**src/hdl/hhpe_pkg.sv**
```systemverilog
// ----------------------------------------------------------------------------
// hhpe_pkg
// Types, codes and helpers for the HTTP host/port extractor.
// ----------------------------------------------------------------------------
package hhpe_pkg;

  typedef struct packed {
    logic [7:0] byte_value;
    logic       last;
  } in_item_t;

  typedef struct packed {
    logic        kind;
    logic [7:0]  host_byte;
    logic [15:0] port;
    logic        host_found;
    logic        port_saturated;
    logic        end_of_run;
  } out_item_t;

  typedef enum logic [2:0] {
    PH_METHOD,
    PH_TO_URL,
    PH_SEARCH,
    PH_HOST_SKIP,
    PH_HOST_NAME,
    PH_HOST_PORT,
    PH_DONE
  } phase_t;

  typedef enum logic [1:0] {
    URL_SCAN,
    URL_PORT,
    URL_DONE
  } url_phase_t;

  localparam logic        KIND_HOST    = 1'b0;
  localparam logic        KIND_SUMMARY = 1'b1;
  localparam logic [15:0] DEFAULT_PORT_RESET = 16'd80;
  localparam logic [2:0]  TAG_LEN = 3'd6;

  localparam logic [7:0] CH_NUL   = 8'h00;
  localparam logic [7:0] CH_TAB   = 8'h09;
  localparam logic [7:0] CH_LF    = 8'h0a;
  localparam logic [7:0] CH_CR    = 8'h0d;
  localparam logic [7:0] CH_SPACE = 8'h20;
  localparam logic [7:0] CH_SLASH = 8'h2f;
  localparam logic [7:0] CH_COLON = 8'h3a;
  localparam logic [7:0] CH_BSLASH = 8'h5c;

  typedef struct packed {
    logic [15:0] value;
    logic        live;
    logic        sat;
  } port_acc_t;

  function automatic logic [7:0] host_tag(input logic [2:0] idx);
    logic [7:0] ch;
    case (idx)
      3'd0:    ch = CH_LF;
      3'd1:    ch = 8'h48;  // 'H'
      3'd2:    ch = 8'h6f;  // 'o'
      3'd3:    ch = 8'h73;  // 's'
      3'd4:    ch = 8'h74;  // 't'
      3'd5:    ch = CH_COLON;
      default: ch = CH_NUL;
    endcase
    return ch;
  endfunction

  function automatic logic is_letter(input logic [7:0] c);
    return (c >= 8'h61 && c <= 8'h7a) || (c >= 8'h41 && c <= 8'h5a);
  endfunction

  function automatic logic is_host_delim(input logic [7:0] c);
    return c == CH_SPACE || c == CH_LF || c == CH_TAB || c == CH_CR ||
           c == CH_NUL || c == CH_COLON;
  endfunction

  // one port character: leading decimal digits accumulate, clamped at 65535
  function automatic port_acc_t port_char(input port_acc_t acc, input logic [7:0] c);
    port_acc_t  r;
    logic [19:0] v;
    r = acc;
    v = ({4'b0, acc.value} << 3) + ({4'b0, acc.value} << 1) + {16'b0, c[3:0]};
    if (acc.live) begin
      if (c >= 8'h30 && c <= 8'h39) begin
        if (v > 20'd65535) begin
          r.value = 16'hffff;
          r.sat   = 1'b1;
        end else begin
          r.value = v[15:0];
        end
      end else begin
        r.live = 1'b0;
      end
    end
    return r;
  endfunction

endpackage

```
**src/hdl/http_host_port_extractor.sv**
```systemverilog
// ----------------------------------------------------------------------------
// http_host_port_extractor
// Streaming HTTP request parser: emits Host name bytes and a port summary.
// ----------------------------------------------------------------------------
// Takes one request byte per cycle. Each Host name byte comes out as a host
// item; the final byte (last set) or a NUL byte adds a summary item carrying
// the port (Host header port, else URL port, else default_port) or zero when
// no host was seen. Parse state updates in the accepting cycle and results go
// into a four-entry output queue; input is stalled only while the queue has
// fewer than two free slots, so throughput is one byte per cycle as long as
// the output side keeps up. default_port is written through the cfg channel,
// which is always ready; write it only while the block is idle.
module http_host_port_extractor (
  input  logic                clk,
  input  logic                rst,
  input  logic                in_valid,
  output logic                in_stall,
  input  hhpe_pkg::in_item_t  in_data,
  output logic                out_valid,
  input  logic                out_stall,
  output hhpe_pkg::out_item_t out_data,
  input  logic                cfg_valid,
  output logic                cfg_ready,
  input  logic [15:0]         cfg_data
);
  import hhpe_pkg::*;

  logic [15:0] default_port;
  phase_t      phase, phase_next;
  logic [2:0]  match_cnt, match_cnt_next;
  url_phase_t  url_phase, url_phase_next;
  port_acc_t   url_acc, url_acc_next;
  logic        url_seen, url_seen_next;
  port_acc_t   hdr_acc, hdr_acc_next;
  logic        hdr_seen, hdr_seen_next;
  logic        host_length_nonzero, host_length_nonzero_next;

  out_item_t   queue [4];
  logic [1:0]  rd_ptr, wr_ptr;
  logic [2:0]  count;

  logic        take, is_nul, finish, active, emit;
  logic [7:0]  c;
  phase_t      eff_phase;
  out_item_t   host_item, summary_item;
  logic [2:0]  pushes;
  logic        pop;

  assign cfg_ready = 1'b1;
  assign take      = in_valid && !in_stall;
  assign c         = in_data.byte_value;
  assign is_nul    = (c == CH_NUL);
  assign finish    = take && (is_nul || in_data.last);
  assign eff_phase = (phase == PH_TO_URL) ? PH_SEARCH : phase;
  assign active    = take && !is_nul && phase != PH_METHOD &&
                     !(phase == PH_TO_URL && !is_letter(c));

  // next parse state
  always_comb begin
    phase_next               = phase;
    match_cnt_next           = match_cnt;
    url_phase_next           = url_phase;
    url_acc_next             = url_acc;
    url_seen_next            = url_seen;
    hdr_acc_next             = hdr_acc;
    hdr_seen_next            = hdr_seen;
    host_length_nonzero_next = host_length_nonzero;

    if (take && !is_nul && phase == PH_METHOD && c == CH_SPACE) begin
      phase_next = PH_TO_URL;
    end

    if (active) begin
      phase_next = eff_phase;
      case (url_phase)
        URL_SCAN: begin
          if (c == CH_SPACE) url_phase_next = URL_DONE;
          else if (c == CH_COLON) url_phase_next = URL_PORT;
        end
        URL_PORT: begin
          if (c == CH_SPACE || c == CH_SLASH || c == CH_BSLASH) begin
            url_phase_next = URL_DONE;
          end else begin
            url_seen_next = 1'b1;
            url_acc_next  = port_char(url_acc, c);
          end
        end
        default: ;
      endcase

      case (eff_phase)
        PH_SEARCH: begin
          if (c == CH_LF) begin
            match_cnt_next = 3'd1;
          end else if (match_cnt < TAG_LEN && c == host_tag(match_cnt)) begin
            if (match_cnt + 3'd1 == TAG_LEN) begin
              match_cnt_next = 3'd0;
              phase_next     = PH_HOST_SKIP;
            end else begin
              match_cnt_next = match_cnt + 3'd1;
            end
          end else begin
            match_cnt_next = 3'd0;
          end
        end
        PH_HOST_SKIP: begin
          if (is_letter(c)) begin
            phase_next               = PH_HOST_NAME;
            host_length_nonzero_next = 1'b1;
          end
        end
        PH_HOST_NAME: begin
          if (is_host_delim(c)) begin
            phase_next = (c == CH_COLON) ? PH_HOST_PORT : PH_DONE;
          end else begin
            host_length_nonzero_next = 1'b1;
          end
        end
        PH_HOST_PORT: begin
          if (is_host_delim(c)) begin
            phase_next = PH_DONE;
          end else begin
            hdr_seen_next = 1'b1;
            hdr_acc_next  = port_char(hdr_acc, c);
          end
        end
        default: ;
      endcase
    end
  end

  // result items
  always_comb begin
    emit = active && ((eff_phase == PH_HOST_SKIP && is_letter(c)) ||
                      (eff_phase == PH_HOST_NAME && !is_host_delim(c)));

    host_item            = '0;
    host_item.kind       = KIND_HOST;
    host_item.host_byte  = c;
    host_item.end_of_run = !finish;

    summary_item            = '0;
    summary_item.kind       = KIND_SUMMARY;
    summary_item.end_of_run = 1'b1;
    if (host_length_nonzero_next) begin
      summary_item.host_found = 1'b1;
      if (hdr_seen_next) begin
        summary_item.port           = hdr_acc_next.value;
        summary_item.port_saturated = hdr_acc_next.sat;
      end else if (url_seen_next) begin
        summary_item.port           = url_acc_next.value;
        summary_item.port_saturated = url_acc_next.sat;
      end else begin
        summary_item.port = default_port;
      end
    end
  end

  always_ff @(posedge clk) begin
    if (rst || finish) begin
      phase               <= PH_METHOD;
      match_cnt           <= 3'd0;
      url_phase           <= URL_SCAN;
      url_acc             <= '{value: 16'd0, live: 1'b1, sat: 1'b0};
      url_seen            <= 1'b0;
      hdr_acc             <= '{value: 16'd0, live: 1'b1, sat: 1'b0};
      hdr_seen            <= 1'b0;
      host_length_nonzero <= 1'b0;
    end else begin
      phase               <= phase_next;
      match_cnt           <= match_cnt_next;
      url_phase           <= url_phase_next;
      url_acc             <= url_acc_next;
      url_seen            <= url_seen_next;
      hdr_acc             <= hdr_acc_next;
      hdr_seen            <= hdr_seen_next;
      host_length_nonzero <= host_length_nonzero_next;
    end
  end

  always_ff @(posedge clk) begin
    if (rst) begin
      default_port <= DEFAULT_PORT_RESET;
    end else if (cfg_valid && cfg_ready) begin
      default_port <= cfg_data;
    end
  end

  // output queue
  assign pushes    = {2'b0, emit} + {2'b0, finish};
  assign out_valid = (count != 3'd0);
  assign pop       = out_valid && !out_stall;
  assign out_data  = queue[rd_ptr];
  assign in_stall  = (count > 3'd2);

  always_ff @(posedge clk) begin
    if (emit && finish) begin
      queue[wr_ptr]        <= host_item;
      queue[wr_ptr + 2'd1] <= summary_item;
    end else if (emit) begin
      queue[wr_ptr] <= host_item;
    end else if (finish) begin
      queue[wr_ptr] <= summary_item;
    end
  end

  always_ff @(posedge clk) begin
    if (rst) begin
      rd_ptr <= 2'd0;
      wr_ptr <= 2'd0;
      count  <= 3'd0;
    end else begin
      wr_ptr <= wr_ptr + pushes[1:0];
      if (pop) rd_ptr <= rd_ptr + 2'd1;
      count <= count + pushes - {2'b0, pop};
    end
  end

  a_count_bound: assert property (@(posedge clk) disable iff (rst) count <= 3'd4)
    else $error("output queue overflow");

  a_finish_clears: assert property (@(posedge clk) disable iff (rst)
    finish |=> (phase == PH_METHOD && !host_length_nonzero && url_phase == URL_SCAN))
    else $error("parse state not cleared after request end");

  a_host_phase: assert property (@(posedge clk) disable iff (rst)
    host_length_nonzero |-> (phase == PH_HOST_NAME || phase == PH_HOST_PORT ||
                             phase == PH_DONE))
    else $error("host seen outside host phases");

  a_emit_room: assert property (@(posedge clk) disable iff (rst)
    (emit || finish) |-> (count <= 3'd2))
    else $error("item accepted without queue room");

endmodule

```
**config.mk**
```make
export PLATFORM = sky130hd
export DESIGN_NAME = http_host_port_extractor
export DESIGN_NICKNAME = d
export VERILOG_FILES = /design/src/hdl/hhpe_pkg.sv /design/src/hdl/http_host_port_extractor.sv
export SDC_FILE = /design/constraint.sdc
export NUM_CORES = 1
export LEC_CHECK = 0
export BUFFER_PORTS_ARGS = -buffer_cell sky130_fd_sc_hd__buf_2
export CAP_MARGIN = 20
export CORE_UTILIZATION = 45
export DETAILED_ROUTE_END_ITERATION = 7
export HOLD_SLACK_MARGIN = 0.03
export PLACE_DENSITY = 0.62
export SLEW_MARGIN = 20
export SYNTH_ARGS = -nofsm -noshare
export SYNTH_HDL_FRONTEND = slang
export SYNTH_SLANG_ARGS = --single-unit
```
**constraint.sdc**
```tcl
create_clock -name clk -period 5.2 [get_ports clk]
set_input_delay 1.04 -clock clk [delete_from_list [all_inputs] [get_ports clk]]
set_output_delay 1.04 -clock clk [all_outputs]
set_load 0.02 [all_outputs]
```
### Yosys cells after proc, flatten, opt, wreduce, memory -nomap -nowiden

Memory sizes are Yosys's and may differ from the RTL's. A register that Yosys moved wholly into a read port is not among the register bits.
Index checks and enable logic that the tools add are counted.

| storage, ports and cells | value |
|---|---|
| memories | 1 |
| logic and storage cells | 178 |
| bits in writable memories | 112 |
| flip-flop bits (word level) | 70 |
| input bits | 30 |
| output and inout port bits | 31 |

Memories:

| memory | depth | bits a word | read ports | clocked after Yosys merged registers in | wr ports | RTL line | source |
|---|---|---|---|---|---|---|---|
| queue | 4 | 28 | 1 | 1 | 2 | http_host_port_extractor.sv:38 | `out_item_t queue [4];` |

| cells by class | value |
|---|---|
| bitwise gates (word level) | 4 |
| magnitude comparators | 10 |
| equal/unequal tests | 22 |
| reduce and logical (&&, ||, !) cells | 47 |
| $add $sub $neg | 11 |
| mux-type cells | 67 |

Operator list:

| cell | count |
|---|---|
| 18-bit two-way mux | 9 |
| 16-bit two-way mux | 6 |
| 28-bit two-way mux | 2 |
| 7-bit case mux with 6 select lines | 1 |
| 19-bit by 17-bit adder with 20-bit output | 2 |
| 20-bit by 4-bit adder with 20-bit output | 2 |
| 20-bit by 16-bit greater-than comparator with 1-bit output (second input constant) | 2 |
| 3-bit two-way mux | 12 |
| 1-bit two-way mux | 25 |
| 8-bit by 4-bit == test with 1-bit output (second input constant) | 3 |
| 8-bit by 6-bit == test with 1-bit output (second input constant) | 3 |
| 8-bit two-way mux | 3 |
| 1-bit logical AND | 17 |
| 8-bit by 7-bit >= comparator with 1-bit output (second input constant) | 2 |
| 8-bit by 7-bit less-or-equal comparator with 1-bit output (second input constant) | 2 |
| 3-bit == test (second input constant) | 5 |
| 3-bit by 2-bit == test with 1-bit output (second input constant) | 4 |
| 2-bit two-way mux | 6 |
| 3-bit case mux with 4 select lines | 1 |
| 1-bit logical OR | 11 |
| 8-bit by 7-bit == test with 1-bit output (second input constant) | 1 |
| 8-bit == test | 1 |
| 8-bit by 6-bit >= comparator with 1-bit output (second input constant) | 1 |
| 8-bit by 6-bit less-or-equal comparator with 1-bit output (second input constant) | 1 |
| 25 further kinds | 39 |

### Longest topological paths before layout

| logic depth | value |
|---|---|
| word-level depth | 15 |
| depth in mapped cells | 16 |
| mapped depth without buffers | 15 |

### Worst setup path after synthesis

No wires, ideal clock.

| timing path | value |
|---|---|
| path kind | in2reg |
| start point | input in_data[3] (netlist bit) |
| end point | memory queue[3][10] (netlist bit) (enable) |
| arrival time | 3748 ps |
| required time | 4711 ps |
| setup slack | 963 ps |
| library setup time | 489 ps |
| cell stages on the path | 10 |
| path buffers | 2 |
| cell sequence | buf_2 > nor4_2 > a41oi_1 > o41ai_1 > nor2_1 > o21ai_1 > ha_1 > nand3b_1 > clkbuf_1 > o21ai_0 |

RTL lines:

| what | RTL line | source |
|---|---|---|
| from (decl) | http_host_port_extractor.sv:18 | `input hhpe_pkg::in_item_t in_data,` |
| to (decl) | http_host_port_extractor.sv:38 |  |

==> flow_metrics.env <==
export IMPL_cts_sinks=184
export IMPL_yosysWarnings=0
export IMPL_min_path_type="reg -> reg"
export IMPL_viasPerCell=5.828
export IMPL_finClkSkew_ps=18.90
export IMPL_async_flop_share_pct=0
export IMPL_crit_buf_inv=1
export IMPL_start_util_pct=46.31
export IMPL_hpwl_um=21480
export IMPL_synth_area_leader_cell="dfxtp_1"
export IMPL_grt_use_total_pct=24.46
export IMPL_synth_avg_cell_area_sq_um=9.374
export IMPL_worstPathRequired_ps=5370
export IMPL_fin_crit_sh_pct=90.30
export IMPL_hold_violations=0
export IMPL_worstPathCellList="buf_2 > fa_1 > fa_1 > a211oi_1 > o21a_1 > o2bb2ai_1 > o211ai_1 > and4_1 > nand3_1 > o21ai_0 > nor3_1"
export IMPL_ys_seq_elements=184
export IMPL_synth_area_leaders="dfxtp_1 (20%), edfxtp_1 (20%), ha_1 (9.1%), mux4_2 (5.7%), nor2_1 (5.0%)"
export IMPL_htree_levels=4
export IMPL_worst_pin_slew_ps=916.2
export IMPL_yosysUniqueCellTypes=79
export IMPL_ff2ff_setup_slack_ps=950
export IMPL_cp_common_cell="fa_1"
export IMPL_instances_no_fill=1544
export IMPL_wire_per_inst_um=19.12
export IMPL_slowest_delay_ps=590
export IMPL_drive_gt1_share_pct=15.59
export IMPL_grt_pass1_vias=8331
export IMPL_rows=56
export IMPL_arrival_ps=4860
export IMPL_max_cap_violations=0
export IMPL_crit_slowest_cell="o21ai_0"
export IMPL_vias=8999
export IMPL_synth_edf_count=72
export IMPL_relSlewSlack_pct=38.92
export IMPL_worst_path_max_fanout=12
export IMPL_diodes=0
export IMPL_yosysSeqAreaShare_pct=40.16
export IMPL_critical_path_class="in -> reg"
export IMPL_synthCells=1170
export IMPL_synth_area_sq_mm=0.01097
export IMPL_synth_nets=1285
export IMPL_r2r_end="queue[2][10]"
export IMPL_remaining_drc_errors=0
export IMPL_tns_ps=0
export IMPL_coreArea_sq_mm=0.02368
export IMPL_cts_made_buffers=17
export IMPL_grt_max_degree=29
export IMPL_critPathLaunch="in_data[4]"
export IMPL_peakVddDrop_uv=226.0
export IMPL_hold_buffers=0
export IMPL_grt_pass1_wl_um=46440
export IMPL_synth_top_flop_cell="dfxtp_1"
export IMPL_die_y_um=158.1
export IMPL_cp_end_kind="flop"
export IMPL_gp_congestion=0.8861
export IMPL_clock_latency_ps=450
export IMPL_clk_pin_slew_ps=70
export IMPL_io_buffers=59
export IMPL_drt_initial_drc_count=822
export IMPL_r2r_cells=10
export IMPL_critPathTopFamily="compound AO/OA/AOI/OAI gates"
export IMPL_ant_nets=0
export IMPL_fin_nets=1327
export IMPL_whs_endpoint="queue[3][27]"
export IMPL_setup_viol=0
export IMPL_fin_crit_ps=4695
export IMPL_hold_path_depth=2
export IMPL_die_w_um=158.1
export IMPL_grt_overflow=0
export IMPL_fmax_mhz=213.0
export IMPL_postCtsSetupBuffers=0
export IMPL_post_cts_resized=0
export IMPL_drt_pass1_iter_count=5
export IMPL_antenna_found_initial=0
export IMPL_yosys_area_top_type_share_pct=20.44
export IMPL_clock_path_buffers=2
export IMPL_status="finished, final reports clean"
export IMPL_grt_setup_unrepaired="false"
export IMPL_place_inst=1512
export IMPL_p_leak_nw=4.895
export IMPL_powerDensity_mw_per_mm2=322.3
export IMPL_cts_root_buffer="clkbuf_16"
export IMPL_wl_um=29520
export IMPL_die_area_sq_mm=0.02500
export IMPL_slew_viol_final=0
export IMPL_min_from="queue[3][27]"
export IMPL_reg2reg_from="hdr_acc[4]"
export IMPL_ios=61
export IMPL_areaGrowthSynthToFinish_pct=11.69
export IMPL_tritoncts="done"
export IMPL_cp_start_kind="primary input"
[sequential cells by signal (all words and copies together) (netlist names), 2 cells and up, named ones only]
register      count
default_port     16
match_cnt         3
wr_ptr            2
rd_ptr            2
queue           112
phase             3
hdr_acc          18
count             3
url_acc          18
url_phase         2
[power by group]
part           total [mW]  switching (mW)  internal (mW)
Sequential           1.72          0.0802           1.64
Clock                1.32           0.636          0.689
Combinational       0.900           0.503          0.397
Total                3.95            1.22           2.73
[layout make-up]
type	count	area [sq um]
clock buffer	17	425.4
clock inverter	15	175.2
fill	2242	11430
inverter	29	108.9
multi-input combinational	887	6186
sequential	184	4405
tap	319	399.1
timing repair buffer	93	550.5
[synthesized netlist by cell type (16+ instances only)]
master and n:
mux2i_1 16, xor2_1 18, inv_1 28, nand4_1 17, o21ai_0 55, dfxtp_1 112, nor3_1 39, nand2_1 132
ha_1 80, mux4_2 28, xnor2_1 16, a21oi_1 92, nor2_1 147, nand3_1 21, clkbuf_1 42, buf_2 19
o211ai_1 16, edfxtp_1 72, nor2b_1 19
[how the worst max path moves through the flow]
stage / end / slack [ps] / cells after the start
after CTS: queue[2][10] / 600 / 11
after global routing: queue[1][10] / 300 / 11
final: queue[2][10] / 500 / 11
after floorplan: queue[3][10] / 960 / 10
after global placement: queue[1][10] / 150 / 11
after detailed placement: queue[1][10] / 150 / 11
[through the flow]
| stage | power, mW | cell area (sq um) | setup WS, ps | utilization, % | hold WS, ps |
|---|---|---|---|---|---|
| CTS | 3.973 | 12240 | 601.7 | 51.70 | 444.2 |
| global placement | 2.654 | 11640 | 149.2 | 49.16 | 429.4 |
| floorplan | 2.392 | 10970 | 963.4 | - | 417.7 |
| detailed placement | 2.662 | 11640 | 152.9 | 49.16 | 433.8 |
| finish | 3.948 | 12250 | 504.6 | 51.73 | 444.7 |
| global route | 4.129 | 12250 | 300.5 | 51.73 | 471.2 |
[cells by family (layout without fill, tap and decap cells)]
kind of cell	after synthesis	count (layout)	share of synthesized area (%)
multiplexers	45	45	7.312
buffers and inverters	99	154	3.719
adder cells (fa/ha/maj)	85	85	10.04
AND/OR/NAND/NOR	456	456	19.87
XOR/XNOR	34	34	2.715
AO/OA/AOI/OAI	266	266	16.15
flip-flops	184	184	40.16
other	1	1	0.03419
[routing by layer]
layer,vias to the layer above,part of all wire [%],GRT usage [%]
met5,-,0,0
met2,282,46,39.16
met4,0,1.2,5.678
met1,4327,47,34.60
met3,22,5.6,3.668
li1,4368,-,-
[layout by cell type, fill, tap and decap left out, types with 34 or more instances in the layout]
| cell | synthesis | final |
|---|---|---|
| nor3_1 | 39 | 39 |
| buf_4 | 3 | 34 |
| o21ai_0 | 55 | 54 |
| nor2_1 | 147 | 147 |
| buf_2 | 19 | 59 |
| ha_1 | 80 | 80 |
| dfxtp_1 | 112 | 111 |
| a21oi_1 | 92 | 92 |
| edfxtp_1 | 72 | 72 |
| nand2_1 | 132 | 132 |
[worst min-delay path: cells and delay by family, from the launching register on]
| kind | cells | cell delay, ps |
|---|---|---|
| and+or+nand+nor | 2 | 100 |
| DFF | 1 | 310 |
Note: power is estimated with default switching activity, not from simulation.
